--- src/design/v2n_pkg.sv ---
// Package for the 2D vector normalizer: widths shared by the pipeline stages.
// No dependencies.
package v2n_pkg;
   localparam int CompW = 32;
   localparam int LenW = 32;
   localparam int UnitW = 18;
   localparam int FracBits = 16;
   localparam int SumW = 64;
   localparam int MagW = 32;
   localparam int DivW = MagW + FracBits;
   localparam int DivQW = 17;
endpackage

--- src/design/v2n_sqrt_cell.sv ---
// One digit cell of the square root chain: one result bit per cycle while enabled.
// Depends on v2n_pkg.
module v2n_sqrt_cell import v2n_pkg::*; #(
   parameter int Step = 0
) (
   input  logic              clock,
   input  logic              en,
   input  logic [SumW-1:0]   rem_i,
   input  logic [LenW-1:0]   root_i,
   input  logic [MagW-1:0]   ax_i,
   input  logic [MagW-1:0]   ay_i,
   input  logic              sx_i,
   input  logic              sy_i,
   output logic [SumW-1:0]   rem_o,
   output logic [LenW-1:0]   root_o,
   output logic [MagW-1:0]   ax_o,
   output logic [MagW-1:0]   ay_o,
   output logic              sx_o,
   output logic              sy_o
);
   localparam int Sh = 2 * (LenW - 1 - Step);
   logic [SumW+1:0] trial;
   logic [SumW+1:0] rem_in_w;
   logic [SumW-1:0] rem_in;
   logic [LenW-1:0] root_in;
   logic [SumW-1:0] rem_ff;
   logic [LenW-1:0] root_ff;
   logic [MagW-1:0] ax_ff, ay_ff;
   logic sx_ff, sy_ff;

   always_comb begin
      trial = (SumW+2)'({root_i, 2'b01}) << Sh;
      rem_in_w = {2'b00, rem_i};
      rem_in = rem_i;
      root_in = {root_i[LenW-2:0], 1'b0};
      if (rem_in_w >= trial) begin
         rem_in = SumW'(rem_in_w - trial);
         root_in = {root_i[LenW-2:0], 1'b1};
      end
   end

   always_ff @(posedge clock) begin
      if (en) begin
         rem_ff <= rem_in;
         root_ff <= root_in;
         ax_ff <= ax_i;
         ay_ff <= ay_i;
         sx_ff <= sx_i;
         sy_ff <= sy_i;
      end
   end

   assign rem_o = rem_ff;
   assign root_o = root_ff;
   assign ax_o = ax_ff;
   assign ay_o = ay_ff;
   assign sx_o = sx_ff;
   assign sy_o = sy_ff;
endmodule

--- config.mk ---
export PLATFORM = sky130hd
export DESIGN_NAME = v2n_sqrt_cell
export DESIGN_NICKNAME = d
export VERILOG_FILES = /design/src/design/v2n_pkg.sv /design/src/design/v2n_sqrt_cell.sv
export SDC_FILE = /design/constraint.sdc
export NUM_CORES = 1
export LEC_CHECK = 0
export ABC_AREA = 1
export BUFFER_PORTS_ARGS = -buffer_cell sky130_fd_sc_hd__buf_2
export CORE_AREA = 2 2 127 129
export CTS_CLUSTER_DIAMETER = 80
export DETAILED_ROUTE_END_ITERATION = 7
export DIE_AREA = 0 0 129 131
export GPL_TIMING_DRIVEN = 0
export PLACE_DENSITY = 0.67
export REMOVE_ABC_BUFFERS = 1
export SETUP_SLACK_MARGIN = 0.1
export SKIP_LAST_GASP = 1
export SLEW_MARGIN = 0
export SYNTH_ARGS = -nofsm -noshare
export SYNTH_HDL_FRONTEND = slang
export SYNTH_SLANG_ARGS = --single-unit
export TNS_END_PERCENT = 10
--- constraint.sdc ---
create_clock -name clock -period 2.1 [get_ports clock]
set_clock_uncertainty 0.05 [all_clocks]
set_input_delay 0.315 -clock clock [delete_from_list [all_inputs] [get_ports clock]]
set_output_delay 0.315 -clock clock [all_outputs]
set_load 0.02 [all_outputs]
# Word level (Yosys, flattened, before mapping)

Index checks and enable logic that the tools add are counted.
W data, S select, Z words.

Logic and storage cells: 10
Input bits: 164
Bits in registers: 162

Add/sub/neg operators: 1
Magnitude comparators: 1
Multiplexer cells: 2

Operator list:

| kind                     | count |
|---|---|
| $ge A64 B66 Y1           | 1 |
| $mux W64                 | 1 |
| $sub A64 B63 Y64 const B | 1 |
| $mux W1                  | 1 |

# Logic depth before layout (Yosys ltp)

Depth after elaboration: 2
Depth in mapped cells: 12
Mapped depth without buffers: 12

# Least setup slack after synthesis

No wires, ideal clock.

Path type: input port to flip-flop
From: in rem_i[63]
To: reg rem_ff[62], in the netlist rem_o[62] (data pin)
Stages on the path: 9
Slack: 782 ps
Data required time: 1,797 ps
Setup time: 253 ps
Arrival: 1,015 ps
Path buffers: 0
Path through: inv_1 -> ha_1 -> nand2_1 -> nor2_1 -> nand2_1 -> nor2_2 -> nand3_2 -> nand3_1 -> nand2_1

Cells in the longest elaborated chain, start to end: 2

Ends and longest elaborated chain:

| item                 | line                | text |
|---|---|---|
| from (decl)          | v2n_sqrt_cell.sv:8  | `input logic [SumW-1:0] rem_i,` |
| $ge A64 B66 Y1       | v2n_sqrt_cell.sv:36 | `if (rem_in_w >= trial) begin` |
| $mux W64             | v2n_sqrt_cell.sv:36 |  |
| named net rem_in[62] | v2n_sqrt_cell.sv:24 | `logic [SumW-1:0] rem_in;` |
| to (signal assigned) | v2n_sqrt_cell.sv:44 | `rem_ff <= rem_in;` |
| to (decl)            | v2n_sqrt_cell.sv:26 | `logic [SumW-1:0] rem_ff;` |

The timed path passes the listed nets, and every way through them passes these cells.
A chain may end at the register's enable or synchronous reset.

# Worst setup path after layout

From: reg rem_ff[38], in the netlist rem_o[38]
To: out rem_o[38]

RTL lines:

| item      | line                | text |
|---|---|---|
| to (decl) | v2n_sqrt_cell.sv:14 | `output logic [SumW-1:0] rem_o,` |

No word-level cell between the ends.

==> results.json <==
{
  "fin_tns_setup_ns": 0,
  "utilization_pct": 51.90,
  "synth_area_leaders": "edfxtp_1 89%, nor2_1 5.5%, nand2_1 3.1%, ha_1 0.46%, inv_1 0.41%",
  "crit_fanout": 1,
  "critPathMaxStageDelay_ns": 0.38,
  "grt_usage_pct": 15.69,
  "syn2layout_area_growth_pct": 48.53,
  "synth_cells": 304,
  "clkSinkCount": 162,
  "finalMaxSlewViolations": 0,
  "die_h_um": 131,
  "netlist_area_um2": 5450,
  "setup_slack_ns": 0.7576,
  "post_drt_via_cell_ratio": 4.253,
  "ys_ff_latch": 162,
  "hold_violations": 0,
  "io_pins": 326,
  "cts_tree": "built",
  "rows": 46,
  "clkTransAtPathRegs_ns": 0.07,
  "synth_top_flop_cell": "edfxtp_1",
  "dieArea_um2": 16900,
  "antenna_found_initial": 0,
  "wl_per_cell_um": 15.69,
  "yosysSeqAreaShare_pct": 89.26,
  "crit_type": "flop to output pin",
  "fin_crit_sh_pct": 63.93,
  "path_buf_inv": 1,
  "synth_top_area_cell": "edfxtp_1",
  "max_freq_mhz": 744.9,
  "yosys_warnings": 0,
  "initial_core_util_pct": 34.94,
  "drtPass1Iterations": 4,
  "grt_max_degree": 84,
  "startpoint_type": "flop",
  "placed_cell_area_um2": 7376,
  "synth_edf_count": 162,
  "drtIter0Drc": 158,
  "status": "complete, no violations",
  "cp_data_arrival_time_ns": 0.98,
  "nets": 830,
  "relSlewSlack_pct": 49.87,
  "n_antenna_cell": 0,
  "ant_nets": 0,
  "dieWidth_um": 129,
  "grt_pass1_vias": 3790,
  "rsz0062_at_grt": "false",
  "io_buffers": 324,
  "final_area_um2": 8095,
  "m1WireLength_um": 5093,
  "gp_routability_congestion": 0.7663,
  "route.met2.wl_um": 7364,
  "cp_slowest_cell": "edfxtp_1",
  "highest_layer": "met4",
  "cts-root-buf": "clkbuf_16",
  "critPathCaptureType": "output pin",
  "core-area_um2": 15600,
  "synth.distinct_cells": 10,
  "async_reset_ff_share_pct": 0,
  "required_ns": 1.74,
  "synth.top_cell.area_share_pct": 89.26,
  "synth_most_common_cell": "edfxtp_1",
  "pre_cts_ws_ns": 0.3419,
  "clk_path_buf_depth": 2,
  "synth_common_cells": "162 x edfxtp_1, 80 x nor2_1, 45 x nand2_1, 6 x inv_1, 4 x nand3_1",
  "route.detailed.drc": 0,
  "grt_pass1_wl_um": 19730,
  "worst_slew_pin_slew_ns": 0.7520,
  "drv_cap": 0,
  "hold_path_class": "input pin to flop",
  "routed_wl_um": 14010,
  "route.met3.wl_um": 1369,
  "ctsHtreeMaxLevel": 4,
  "ir_drop_mv": 0.4777,
  "min_period_ns": 1.342,
  "leakagePower_uw": 0.003432,
  "gr-total-overflow": 0,
  "synth.avg_cell_area_um2": 17.93,
  "hpwl_um": 10660,
  "cts_buffers": 17,
  "vias": 3798,
  "drive_gt1_share_pct": 53.18,
  "p_per_area_nw_per_um2": 952.5,
  "cpLargestDelayFamily": "flip-flops",
  "setup_viol": 0,
  "crit_chain": "buf_2"
}
==> sequential cells by signal (all words and copies together) (netlist names) <==
| register | cells |
|---|---|
| ay_o | 32 |
| rem_o | 64 |
| sx_o | 1 |
| sy_o | 1 |
| ax_o | 32 |
| root_o | 32 |
==> layout make-up <==
cell class              instances  area, µm²
well taps                     216      270.3
clock buffers                  17      425.4
fillers                      1369       7502
multi-input cells             136      563.0
clock inverters                15      133.9
repair buffers                341       1815
inverters                       6      22.52
flip-flops and latches        162       4865
==> power by group <==
group          internal, µW  switching (µW)
Sequential             3840            59.9
Combinational           318             597
Clock                  1640            1250
==> final timing paths <==
path / depth (start not counted) / to / startpoint / slack (ns)
worst max-delay path: 1 / rem_o[38] / rem_o[38] / 0.76
worst min-delay path: 1 / ax_o[19] / ax_i[19] / 0.02
==> stage by stage <==
step,hold WS (ns),cells,power (µW)
floorplan,0.3639,304,4365
global placement,0.4423,844,4856
detailed placement,0.4431,845,4876
CTS,0.0005475,887,7808
global route,0.001276,893,8001
finish,0.02457,893,7711
==> per-layer routing <==
layer  vias up  GRT usage [%]
met3        13          7.003
met1      1786          16.40
met4         0          5.882
li1       1814              -
met5         -              0
met2       185          27.95
==> what timing repair did <==
| action | in CTS | in global routing |
|---|---|---|
| buffers inserted | 0 | 0 |
| hold buffers | 10 | 6 |
| endpoints found under the hold margin | 10 | 6 |
| resized for setup | 0 | 0 |
==> layout by cell type (no fill, tap or decap) <==
master,Yosys,routed
buf_16,0,1
buf_2,0,323
buf_6,0,1
bufinv_16,0,1
clkbuf_16,0,17
clkinv_1,0,2
clkinv_2,0,1
clkinv_4,0,2
clkinvlp_4,0,6
dlygate4sd3_1,0,16
edfxtp_1,162,162
ha_1,2,2
inv_1,6,6
inv_6,0,2
inv_8,0,1
nand2_1,45,45
nand2_2,1,1
nand3_1,4,4
nand3_2,1,1
nor2_1,80,80
nor2_2,2,2
nor2_8,1,1
==> cells by family (layout without fill, tap and decap cells) <==
logic type	after synthesis	count (layout)	synth area share [%]
buffers and inverters	6	379	0.4132
flip-flops	162	162	89.26
adder cells (fa/ha/maj)	2	2	0.4591
AND/OR/NAND/NOR	134	134	9.872
No activity file was read; power rests on OpenSTA's default activity.
