File: src/design/v2n_pkg.sv
// Package for the 2D vector normalizer: widths shared by the pipeline stages.
// No dependencies.
package v2n_pkg;
   localparam int CompW = 32;
   localparam int LenW = 32;
   localparam int UnitW = 18;
   localparam int FracBits = 16;
   localparam int SumW = 64;
   localparam int MagW = 32;
   localparam int DivW = MagW + FracBits;
   localparam int DivQW = 17;
endpackage

File: src/design/v2n_div_cell.sv
// One quotient bit cell for both component divisions by the length.
// Depends on v2n_pkg.
module v2n_div_cell import v2n_pkg::*; (
   input  logic              clock,
   input  logic              en,
   input  logic [LenW-1:0]   len_i,
   input  logic [DivW-1:0]   nx_i,
   input  logic [DivW-1:0]   ny_i,
   input  logic [LenW:0]     rx_i,
   input  logic [LenW:0]     ry_i,
   input  logic [DivQW-1:0]  qx_i,
   input  logic [DivQW-1:0]  qy_i,
   input  logic              sx_i,
   input  logic              sy_i,
   output logic [LenW-1:0]   len_o,
   output logic [DivW-1:0]   nx_o,
   output logic [DivW-1:0]   ny_o,
   output logic [LenW:0]     rx_o,
   output logic [LenW:0]     ry_o,
   output logic [DivQW-1:0]  qx_o,
   output logic [DivQW-1:0]  qy_o,
   output logic              sx_o,
   output logic              sy_o
);
   logic [LenW+1:0] tx, ty;
   logic [LenW:0] rx_in, ry_in;
   logic [DivQW-1:0] qx_in, qy_in;
   logic [LenW-1:0] len_ff;
   logic [DivW-1:0] nx_ff, ny_ff;
   logic [LenW:0] rx_ff, ry_ff;
   logic [DivQW-1:0] qx_ff, qy_ff;
   logic sx_ff, sy_ff;

   always_comb begin
      tx = {rx_i, nx_i[DivW-1]};
      ty = {ry_i, ny_i[DivW-1]};
      if (tx >= {2'b00, len_i}) begin
         rx_in = (LenW+1)'(tx - {2'b00, len_i});
         qx_in = {qx_i[DivQW-2:0], 1'b1};
      end else begin
         rx_in = (LenW+1)'(tx);
         qx_in = {qx_i[DivQW-2:0], 1'b0};
      end
      if (ty >= {2'b00, len_i}) begin
         ry_in = (LenW+1)'(ty - {2'b00, len_i});
         qy_in = {qy_i[DivQW-2:0], 1'b1};
      end else begin
         ry_in = (LenW+1)'(ty);
         qy_in = {qy_i[DivQW-2:0], 1'b0};
      end
   end

   always_ff @(posedge clock) begin
      if (en) begin
         len_ff <= len_i;
         nx_ff <= {nx_i[DivW-2:0], 1'b0};
         ny_ff <= {ny_i[DivW-2:0], 1'b0};
         rx_ff <= rx_in;
         ry_ff <= ry_in;
         qx_ff <= qx_in;
         qy_ff <= qy_in;
         sx_ff <= sx_i;
         sy_ff <= sy_i;
      end
   end

   assign len_o = len_ff;
   assign nx_o = nx_ff;
   assign ny_o = ny_ff;
   assign rx_o = rx_ff;
   assign ry_o = ry_ff;
   assign qx_o = qx_ff;
   assign qy_o = qy_ff;
   assign sx_o = sx_ff;
   assign sy_o = sy_ff;
endmodule

File: config.mk
export PLATFORM = sky130hd
export DESIGN_NAME = v2n_div_cell
export DESIGN_NICKNAME = d
export VERILOG_FILES = /design/src/design/v2n_pkg.sv /design/src/design/v2n_div_cell.sv
export SDC_FILE = /design/constraint.sdc
export NUM_CORES = 1
export LEC_CHECK = 0
export BUFFER_PORTS_ARGS = -buffer_cell sky130_fd_sc_hd__buf_4
export CORE_ASPECT_RATIO = 0.9
export CORE_MARGIN = 4
export CORE_UTILIZATION = 33
export CTS_CLUSTER_DIAMETER = 200
export DETAILED_ROUTE_END_ITERATION = 8
export PLACE_DENSITY_LB_ADDON = 0.05
export SYNTH_ARGS = -nofsm -noshare
export SYNTH_HDL_FRONTEND = slang
export SYNTH_SLANG_ARGS = --single-unit
File: constraint.sdc
create_clock -name clock -period 3.8 [get_ports clock]
set_input_delay 0.57 -clock clock [delete_from_list [all_inputs] [get_ports clock]]
set_output_delay 0.57 -clock clock [all_outputs]
set_load 0.02 [all_outputs]
After elaboration in Yosys (flattened, before gate mapping):

Cells that the tools add are included.

* flip-flop bits (word level): 228
* bits of input ports: 232
* output and inout bits: 230
* logic and storage cells: 17

* add/sub/neg operators: 2
* $lt $le $gt $ge: 2
* muxes and demuxes: 4

Operators by type and width (count)
* $ge A34 B32 Y1: 2
* $mux W33: 2
* $sub A33 B32 Y33: 2
* $mux W1: 2

Depth between registers and ports, before layout:

Gate-level depths: netlist of the first run.

* depth in word-level cells: 2
* mapped depth: 14
* gate-level depth less buffers: 12

Worst setup path after synthesis of the first run:

OpenSTA, ideal clock, no wires.

* path kind: input -> register
* start point: input nx_i[47]
* end point: register rx_ff[1] (netlist: rx_o[1]), data pin
* library setup time: 0.262 ns
* arrival time: 2.934 ns
* data required time: 3.538 ns
* setup slack: 0.604 ns
* stages on the path: 12
* buffers on the path: 1
* path through: inv_1 > ha_1 > inv_1 > fa_1 > a21o_1 > a221oi_2 > a211oi_2 > o311ai_4 > o21ai_4 > a21oi_4 > buf_6 > mux2_1

* word-level cells in the longest chain between the ends: 2
* elaborated cells between the ends (all ways): 3
* classes of those cells: add/sub: 1; order compare: 1; mux: 1

RTL lines
* start, declared: line v2n_div_cell.sv:7 `input logic [DivW-1:0] nx_i,`
* $sub A33 B32 Y33 / $ge A34 B32 Y1 (equally long branches): line v2n_div_cell.sv:38, v2n_div_cell.sv:37
* $mux W33 (*): line v2n_div_cell.sv:37 `if (tx >= {2'b00, len_i}) begin`
* net rx_in[1]: line v2n_div_cell.sv:26 `logic [LenW:0] rx_in, ry_in;`
* end signal, assigned: line v2n_div_cell.sv:58 `rx_ff <= rx_in;`
* end, declared: line v2n_div_cell.sv:30 `logic [LenW:0] rx_ff, ry_ff;`

The timed path passes the listed nets; every way through them passes the cells marked *.
A chain may end at the register's enable or synchronous reset.

Worst setup path in the final report of the first run:

* start point: input nx_i[47]
* end point: register rx_ff[20] (netlist: rx_o[20]), data pin

The elaborated chain is that of the path after synthesis.

==> flow_metrics.env, run 1 <==
export IMPL_p_int_w=0.00527
export IMPL_critical_path_class="in2reg"
export IMPL_finalInstanceArea_mm2=0.0161
export IMPL_placed_cells=1815
export IMPL_ant_nets=0
export IMPL_htreeDepth=1
export IMPL_num_vias=8945
export IMPL_numPortBuffers=457
export IMPL_cts_root_buf="clkbuf_16"
export IMPL_drc=0
export IMPL_vias_per_cell=4.80
export IMPL_yosysTopAreaCellShare=0.605
export IMPL_synthFlopType="edfxtp_1"
export IMPL_grt_pass1_vias=8771
export IMPL_post_cts_buffers=0
export IMPL_routedWlPerCell_um=19.5
export IMPL_cp_arrival_ps=3260
export IMPL_netlist_instances=915
export IMPL_ys_ff_latch=228
export IMPL_drt_iter0_drc=387
export IMPL_ff_latch_area_mm2=0.00685
export IMPL_yosysSeqAreaShare=0.605
export IMPL_setup_tns_final_ps=0
export IMPL_cts_resized_gates=0
export IMPL_max_freq_mhz=336
export IMPL_core_area_mm2=0.0340
export IMPL_grt_max_degree=76
export IMPL_path_max_fanout=22
export IMPL_post_route_min_period_ps=2980
export IMPL_crit_end="rx_o[20]"
export IMPL_grt_first_pass_wirelength_um=52900
export IMPL_p_comb_frac=0.252
export IMPL_irDropWorstVdd_v=0.000312
export IMPL_max_slew_margin=0.595
export IMPL_finalNetCount=1680
export IMPL_synth_edf_count=228
export IMPL_finalNonFillerCells=1863
export IMPL_post_route_util=0.475
export IMPL_clkPwrFrac=0.322
export IMPL_yosysWarningCount=0
export IMPL_track_usage=0.182
export IMPL_cp_required_ps=4080
export IMPL_fin_total_pwr_w=0.00743
export IMPL_ys_types=70
export IMPL_syn_area_mm2=0.0113
export IMPL_cts_made_buffers=27
export IMPL_setup_violations=0
export IMPL_power_density_mw_per_mm2=460
export IMPL_p_leak_nw=6.94
export IMPL_critPathLaunchType="input pin"
export IMPL_period_share=0.784
export IMPL_p_sw_w=0.00215
export IMPL_yosysTopAreaCell="edfxtp_1"
export IMPL_clockBufferDepth=3
export IMPL_seq_power_share=0.427
export IMPL_drive_above_1_share=0.378
export IMPL_die_h_um=184
export IMPL_cts_tree="built"
export IMPL_start_util=0.334
export IMPL_dr_pass1_iters=4
export IMPL_fill_cells=3206
export IMPL_syn_avg_cell_area_um2=12.4
export IMPL_status="finished clean"
export IMPL_routabilityCongestion=0.818
export IMPL_cts_hold_buf=0
export IMPL_num_io_pins=462
export IMPL_worstHoldPathType="in2reg"
export IMPL_worst_pin_slew_ps=600
export IMPL_drv_cap=0
export IMPL_dp_hpwl_um=28800
export IMPL_die_area_mm2=0.0373
export IMPL_multi_input_area_mm2=0.00414
export IMPL_diodes=0
export IMPL_antenna_found_initial=0
export IMPL_synthTopCellsByArea="edfxtp_1 (60%), ha_1 (7.1%), o21ai_0 (3.5%)"
export IMPL_routed_wl_um=36300
export IMPL_endpoint_kind="flip-flop"
export IMPL_async_reset_ff_frac=0
export IMPL_hold_violations=0
export IMPL_place_area_mm2=0.0153
export IMPL_rows=64
export IMPL_ys_top_cells_by_count="edfxtp_1 (228), nand2_1 (98), o21ai_0 (79), ha_1 (64), a21oi_1 (57)"
export IMPL_critPathLaunch="nx_i[47]"
export IMPL_worst_setup_hold_path_clk_slew_ps=60
export IMPL_rsz0062_at_grt="no"
export IMPL_clkSinkCount=228
export IMPL_yosysMostFrequentCell="edfxtp_1"
export IMPL_slew_violations=0
export IMPL_die_w_um=203
export IMPL_netSwitchingFraction=0.290
export IMPL_overflow=0
export IMPL_areaGrowthSynthToFinish_pct=42.4
[area by class of cell]
type / count / area share
clock buffers: 34 / 0.0435
well taps: 462 / 0.0358
clock inverters: 14 / 0.00613
repair buffers: 472 / 0.222
multi-input cells: 607 / 0.257
flip-flops and latches: 228 / 0.424
inverters: 46 / 0.0107
[cells in the final DEF (no fill, tap or decap), types with 5 or more instances in the layout]
master,Yosys,final
a211oi_1,7,7
nand2_1,98,98
and2_1,7,7
nand4_1,12,12
xnor2_1,21,21
a31oi_1,6,6
ha_1,64,64
nand3_1,21,21
edfxtp_1,228,228
clkbuf_1,16,7
nor3_1,8,8
a21o_1,42,42
buf_4,4,468
and3_1,9,9
mux2_2,7,7
o21ai_0,79,79
a221oi_1,6,6
o31ai_1,7,7
nand2b_1,11,11
a21oi_1,57,57
nor2_1,34,34
xor2_1,32,32
clkinv_1,0,6
clkbuf_16,0,27
inv_1,45,45
o211ai_1,5,5
[power by group through the flow]
stage / registers [W] / clock network [W] / logic (W)
after floorplan: 0.00357 / 0 / 0.000653
after global placement: 0.00322 / 0 / 0.00188
after detailed placement: 0.00322 / 0 / 0.00188
after CTS: 0.00317 / 0.00248 / 0.00189
after global routing: 0.00319 / 0.00260 / 0.00202
final: 0.00317 / 0.00239 / 0.00187
[logic make-up (layout without fill, tap and decap cells)]
kind of cell             count (synthesis)  after routing  share of synthesized area
flip-flops                             228            228                      0.605
adder cells (fa/ha/maj)                 66             66                     0.0742
multiplexers                             8              8                    0.00796
XOR/XNOR                                53             53                     0.0410
other                                    1              2                   0.000331
AND/OR/NAND/NOR                        220            220                     0.0917
buffers and inverters                   81            566                     0.0308
AO/OA/AOI/OAI                          258            258                      0.149
[per-layer routing]
metal  global-route usage  vias to the layer above  share of wire
met3               0.0432                       42          0.067
met4               0.0397                        0          0.023
li1                     -                     4383              -
met2                0.304                      294           0.48
met1                0.244                     4226           0.43
met5                    0                        -              0
[state kept, by name, summed over array words and instances, names as in the netlist]
name   flops
nx_o      47
ny_o      47
rx_o      33
ry_o      33
len_o     32
qx_o      17
qy_o      17
sx_o       1
sy_o       1
[per-stage QoR]
stage | worst slack [ps] | hold WS (ps)
5_1_grt | 592 | 160
6_report | 820 | 194
2_1_floorplan | 604 | 669
3_5_place_dp | 251 | 749
3_3_place_gp | 238 | 748
4_1_cts | 823 | 156
[worst max-delay path, stage by stage]
cell      delay (ps)
buf_4            110
inv_1             50
ha_1             150
inv_1             50
fa_1             390
a21o_1           230
a221oi_2         280
a211oi_2         170
o311ai_4         340
o21ai_4          130
a21oi_4          350
buf_4            310
o21ai_0          120
[how the worst min path moves through the flow]
stage / cells after the start / startpoint / endpoint
6_report: 1 / ny_i[24] / ny_o[25]
5_1_grt: 1 / qy_i[7] / qy_o[8]
4_1_cts: 1 / nx_i[33] / nx_o[34]
3_5_place_dp: 1 / ny_i[16] / ny_o[17]
3_3_place_gp: 1 / nx_i[42] / nx_o[43]
2_1_floorplan: 0 / len_i[0] / len_o[0]
No activity file was read; power rests on OpenSTA's default activity.
==> inputs of run 2 (changes only) <==
--- a/config.mk
+++ b/config.mk
@@ -5,6 +5,7 @@
 export SDC_FILE = /design/constraint.sdc
 export NUM_CORES = 1
 export LEC_CHECK = 0
+export ABC_AREA = 1
 export BUFFER_PORTS_ARGS = -buffer_cell sky130_fd_sc_hd__buf_4
 export CORE_ASPECT_RATIO = 0.9
 export CORE_MARGIN = 4
==> constraint.sdc (replaced) <==
create_clock -name clock -period 2.5 [get_ports clock]
set_input_delay 0.375 -clock clock [delete_from_list [all_inputs] [get_ports clock]]
set_output_delay 0.375 -clock clock [all_outputs]
set_load 0.02 [all_outputs]
==> run 2 against run 1 <==
Worst hold slack worse by 160 ps. Critical endpoint is now rx_o[21]. Wire length rose by 32%. Utilization rose by 3.4 points.
==> flow_metrics.env, run 2 <==
export IMPL_status="finished clean"
export IMPL_clockBufferDepth=3
export IMPL_cts_made_buffers=27
export IMPL_cp_required_ps=2790
export IMPL_grt_max_degree=55
export IMPL_power_density_mw_per_mm2=578
export IMPL_endpoint_kind="flip-flop"
export IMPL_cts_tree="built"
export IMPL_grt_pass1_vias=12500
export IMPL_critical_path_class="in2reg"
export IMPL_critPathLaunch="len_i[1]"
export IMPL_drc=0
export IMPL_rsz0062_at_grt="yes"
export IMPL_multi_input_area_mm2=0.00538
export IMPL_start_util=0.335
export IMPL_worst_setup_hold_path_clk_slew_ps=60
export IMPL_crit_end="rx_o[21]"
export IMPL_track_usage=0.208
export IMPL_ff_latch_area_mm2=0.00685
export IMPL_path_max_fanout=10
export IMPL_slew_violations=0
export IMPL_post_route_min_period_ps=2450
export IMPL_syn_avg_cell_area_um2=8.31
export IMPL_yosysSeqAreaShare=0.516
export IMPL_yosysMostFrequentCell="nand2_1"
export IMPL_p_int_w=0.00808
export IMPL_htreeDepth=1
export IMPL_finalInstanceArea_mm2=0.0202
export IMPL_netlist_instances=1597
export IMPL_async_reset_ff_frac=0
export IMPL_routabilityCongestion=0.886
export IMPL_yosysTopAreaCell="edfxtp_1"
export IMPL_antenna_found_initial=0
export IMPL_final_common_cell="nand2_1"
export IMPL_dr_pass1_iters=5
export IMPL_setup_violations=0
export IMPL_synthFlopType="edfxtp_1"
export IMPL_p_comb_frac=0.292
export IMPL_critPathLaunchType="input pin"
export IMPL_synthTopCellsByArea="edfxtp_1 (52%), nand2_1 (18%), inv_1 (8.5%)"
export IMPL_setup_tns_final_ps=0
export IMPL_synth_edf_count=228
export IMPL_period_share=0.979
export IMPL_yosysTopAreaCellShare=0.516
export IMPL_clkPwrFrac=0.297
export IMPL_irDropWorstVdd_v=0.000493
export IMPL_p_sw_w=0.00359
export IMPL_num_vias=12600
export IMPL_grt_first_pass_wirelength_um=70200
export IMPL_ys_types=30
export IMPL_place_area_mm2=0.0176
export IMPL_drive_above_1_share=0.269
export IMPL_worstHoldPathType="in2reg"
export IMPL_numPortBuffers=457
export IMPL_dp_hpwl_um=38700
export IMPL_overflow=0
export IMPL_hold_violations=0
export IMPL_routed_wl_um=48000
export IMPL_netSwitchingFraction=0.308
export IMPL_vias_per_cell=4.49
export IMPL_rows=69
export IMPL_drv_cap=0
export IMPL_die_w_um=219
export IMPL_die_area_mm2=0.0435
export IMPL_cts_root_buf="clkbuf_16"
export IMPL_num_io_pins=462
export IMPL_max_freq_mhz=408
export IMPL_finalNetCount=2546
export IMPL_core_area_mm2=0.0396
export IMPL_diodes=0
export IMPL_mostFrequentLayoutCells="nand2_1 (636), buf_4 (491), inv_1 (291), edfxtp_1 (228), dlygate4sd3_1 (141)"
export IMPL_yosysWarningCount=0
export IMPL_drt_iter0_drc=652
export IMPL_cp_arrival_ps=2740
export IMPL_seq_power_share=0.411
export IMPL_ys_ff_latch=228
export IMPL_clkSinkCount=228
export IMPL_areaGrowthSynthToFinish_pct=52.1
export IMPL_routedWlPerCell_um=17.2
export IMPL_ant_nets=0
export IMPL_fill_cells=3824
export IMPL_syn_area_mm2=0.0133
export IMPL_ys_top_cells_by_count="nand2_1 (647), inv_1 (300), edfxtp_1 (228), nor2_1 (78), nand4_1 (71)"
export IMPL_p_leak_nw=10.2
export IMPL_die_h_um=198
## run 2: repair_timing
item	4_1_cts	5_1_grt
setup endpoints to repair	0	65
hold buffers	138	3
endpoints found under the hold margin	138	3
buffers inserted	0	6
resized for setup	0	63
## run 2: power by group through the flow
stage | combinational (W) | sequential (W) | clock, W
floorplan | 0.00116 | 0.00537 | 0
global placement | 0.00313 | 0.00486 | 0
detailed placement | 0.00314 | 0.00488 | 0
CTS | 0.00333 | 0.00480 | 0.00359
global route | 0.00374 | 0.00483 | 0.00377
finish | 0.00341 | 0.00479 | 0.00346
## run 2: how the worst min path moves through the flow
stage	start	end	slack, ps	depth (start not counted)
floorplan	len_i[0]	len_o[0]	470	0
global placement	ny_i[32]	ny_o[33]	550	1
detailed placement	ny_i[26]	ny_o[27]	550	1
CTS	len_i[27]	len_o[27]	0.7	1
global route	len_i[26]	len_o[26]	2	1
finish	len_i[3]	len_o[3]	30	1
## run 2: worst max-delay path: stages
cell and delay (ps):
dlygate4sd3_1 530, buf_4 120, clkinvlp_4 210, fa_2 490, nand3_1 120, nand3_2 120, nand2_2 90, nand2_2 80
nand2_4 100, nand3_4 160, clkbuf_16 220, nand2_1 70, nand2_1 50
## run 2: per-stage QoR
stage                util  hold slack (ps)  setup slack, ps  cells  total power [W]
finish              0.509             30.0             51.4   2797           0.0117
global route        0.509             2.42            -44.4   2797           0.0123
CTS                 0.498            0.710             59.6   2786           0.0117
detailed placement  0.444              554             14.1   2602          0.00801
global placement    0.444              553             57.0   2602          0.00799
floorplan               -              474              417   1598          0.00653
## run 2: cells by family after synthesis
group	synth area share
compound gates	0.0177
flops	0.516
buf+inv	0.0987
xor+xnor	0.0198
other cells	0.000283
fa+ha+maj	0.0633
simple gates	0.284
## run 2: layer usage
layer  wire length, um  up-vias  GRT usage
li1                  -     6376          -
met3              2410       68     0.0325
met5                 0        -          0
met4              1310        0     0.0557
met1             20400     5800      0.270
met2             23900      309      0.362
## run 2: cell type report
type	instances	share of cell area
flip-flops and latches	228	0.339
multi-input cells	1040	0.266
clock buffers	33	0.0346
inverters	303	0.0576
clock inverters	13	0.00304
well taps	532	0.0330
repair buffers	648	0.266
==> inputs of run 3 (changes only) <==
--- a/config.mk
+++ b/config.mk
@@ -12,7 +12,7 @@
 export CORE_UTILIZATION = 33
 export CTS_CLUSTER_DIAMETER = 200
 export DETAILED_ROUTE_END_ITERATION = 8
-export PLACE_DENSITY_LB_ADDON = 0.05
+export PLACE_DENSITY = 0.65
 export SYNTH_ARGS = -nofsm -noshare
 export SYNTH_HDL_FRONTEND = slang
 export SYNTH_SLANG_ARGS = --single-unit
==> run 3 against run 2 <==
Via count grew 5.6%. Sequential share of layout area down 0.64 points. Global-route usage grew 1.7 points. Non-clock buffer count up 41. Cell count up 1.6%. Critical path type unchanged. Largest power group unchanged.
==> flow_metrics.env, run 3 (same netlist as run 2, synthesis figures left out) <==
export IMPL_status="finished clean"
export IMPL_dp_hpwl_um=39300
export IMPL_final_common_cell="nand2_1"
export IMPL_cts_made_buffers=26
export IMPL_finalNetCount=2587
export IMPL_path_max_fanout=7
export IMPL_overflow=0
export IMPL_max_freq_mhz=404
export IMPL_worstHoldPathType="in2reg"
export IMPL_irDropWorstVdd_v=0.000489
export IMPL_rsz0062_at_grt="yes"
export IMPL_routabilityCongestion=0.959
export IMPL_p_comb_frac=0.290
export IMPL_grt_pass1_vias=13200
export IMPL_cp_required_ps=2810
export IMPL_post_route_util=0.519
export IMPL_p_leak_nw=10.4
export IMPL_die_h_um=198
export IMPL_core_area_mm2=0.0396
export IMPL_rows=69
export IMPL_cp_arrival_ps=2780
export IMPL_multi_input_area_mm2=0.00534
export IMPL_grt_first_pass_wirelength_um=75900
export IMPL_slowest_stage="dlygate4sd3_1"
export IMPL_hold_violations=0
export IMPL_critPathLaunchType="input pin"
export IMPL_clkPwrFrac=0.312
export IMPL_path_cells="dlygate4sd3_1, buf_4, clkinvlp_4, ha_4, nand2_1, nand2_1, inv_1, nand2_1, inv_1, nand2_1, inv_1, nand2_1, nand2_4, nand3_4, clkbuf_16, nand2_1, nand2_1"
export IMPL_clockBufferDepth=3
export IMPL_p_int_w=0.00838
export IMPL_post_route_min_period_ps=2480
export IMPL_critical_path_class="in2reg"
export IMPL_fill_cells=3552
export IMPL_drv_cap=0
export IMPL_fin_total_pwr_w=0.0121
export IMPL_die_w_um=219
export IMPL_ff_latch_area_mm2=0.00685
export IMPL_period_share=0.990
export IMPL_worst_setup_hold_path_clk_slew_ps=60
export IMPL_netSwitchingFraction=0.308
export IMPL_critPathMostFrequentCell="nand2_1"
export IMPL_drc=0
export IMPL_cp_num_buf_inv=7
export IMPL_endpoint_kind="flip-flop"
export IMPL_die_area_mm2=0.0435
export IMPL_grt_max_degree=59
export IMPL_drt_iter0_drc=795
export IMPL_numPortBuffers=457
export IMPL_crit_family="buffers and inverters"
export IMPL_max_stage_delay_ps=530
export IMPL_num_io_pins=462
export IMPL_htreeDepth=1
export IMPL_mostFrequentLayoutCells="nand2_1 (637), buf_4 (519), inv_1 (287), edfxtp_1 (228), dlygate4sd3_1 (156)"
export IMPL_start_util=0.335
export IMPL_vias_per_cell=4.66
export IMPL_power_density_mw_per_mm2=589
export IMPL_worst_pin_slew_ps=522
export IMPL_seq_power_share=0.397
export IMPL_max_slew_margin=0.652
export IMPL_cts_root_buf="clkbuf_16"
export IMPL_dr_pass1_iters=5
export IMPL_routed_wl_um=52000
export IMPL_slew_violations=0
export IMPL_drive_above_1_share=0.279
export IMPL_cts_tree="built"
export IMPL_num_vias=13300
export IMPL_clkSinkCount=228
export IMPL_p_sw_w=0.00373
export IMPL_routedWlPerCell_um=18.3
export IMPL_setup_violations=0
export IMPL_track_usage=0.225
export IMPL_antenna_found_initial=2
export IMPL_areaGrowthSynthToFinish_pct=55.0
export IMPL_ant_nets=0
-- run 3: cell types whose count changed in the layout (fill, tap and decap cells not counted), sizes merged, moves of 2 or more --
| cell | delta |
|---|---|
| buf | +27 |
| bufinv | +3 |
| clkbuf | -5 |
| clkinv | +2 |
| clkinvlp | -2 |
| dlygate4sd3 | +15 |
| inv | +2 |
-- run 3: worst paths after layout --
path                  startpoint         to  slack, ps  cells past startpoint
worst min-delay path   len_i[21]  len_o[21]         50                      1
worst max-delay path   len_i[17]   ry_o[20]         20                     17
-- run 3: timing repair --
item	4_1_cts	5_1_grt
gates resized for setup	0	58
hold buffers	156	0
endpoints found under the hold margin	156	0
buffers inserted	0	11
endpoints found under the setup margin	0	66
-- run 3: layout make-up --
cell class / count / area share
inverter: 303 / 0.0562
clock buffer: 29 / 0.0322
antenna: 1 / 0.000122
multi-input combinational: 1041 / 0.260
sequential: 228 / 0.333
timing repair buffer: 689 / 0.278
tap: 532 / 0.0323
clock inverter: 18 / 0.00876
-- run 3: stage by stage --
stage               hold slack, ps  TNS (ps)  cells  area [um2]  setup WS, ps
finish                        52.6         0   2841       20600          24.0
CTS                           17.3         0   2827       20200          29.2
detailed placement             554      -131   2624       17800         -19.8
floorplan                      474         0   1598       13300           417
global route                  17.7     -2800   2841       20600         -93.5
global placement               554         0   2624       17800          15.8
-- run 3: power groups by stage --
stage,Sequential [W],Clock (W),Combinational [W]
after floorplan,0.00537,0,0.00116
after global routing,0.00484,0.00406,0.00382
after CTS,0.00480,0.00388,0.00341
after detailed placement,0.00488,0,0.00319
final,0.00481,0.00378,0.00352
after global placement,0.00487,0,0.00317
-- run 3: metal layers --
| metal | up-vias | global-route usage | wire (um) |
|---|---|---|---|
| met5 | - | 0.00111 | 10 |
| met4 | 2 | 0.0599 | 1870 |
| met3 | 104 | 0.0417 | 3050 |
| met2 | 434 | 0.425 | 26700 |
| met1 | 6239 | 0.260 | 20300 |
| li1 | 6472 | - | - |
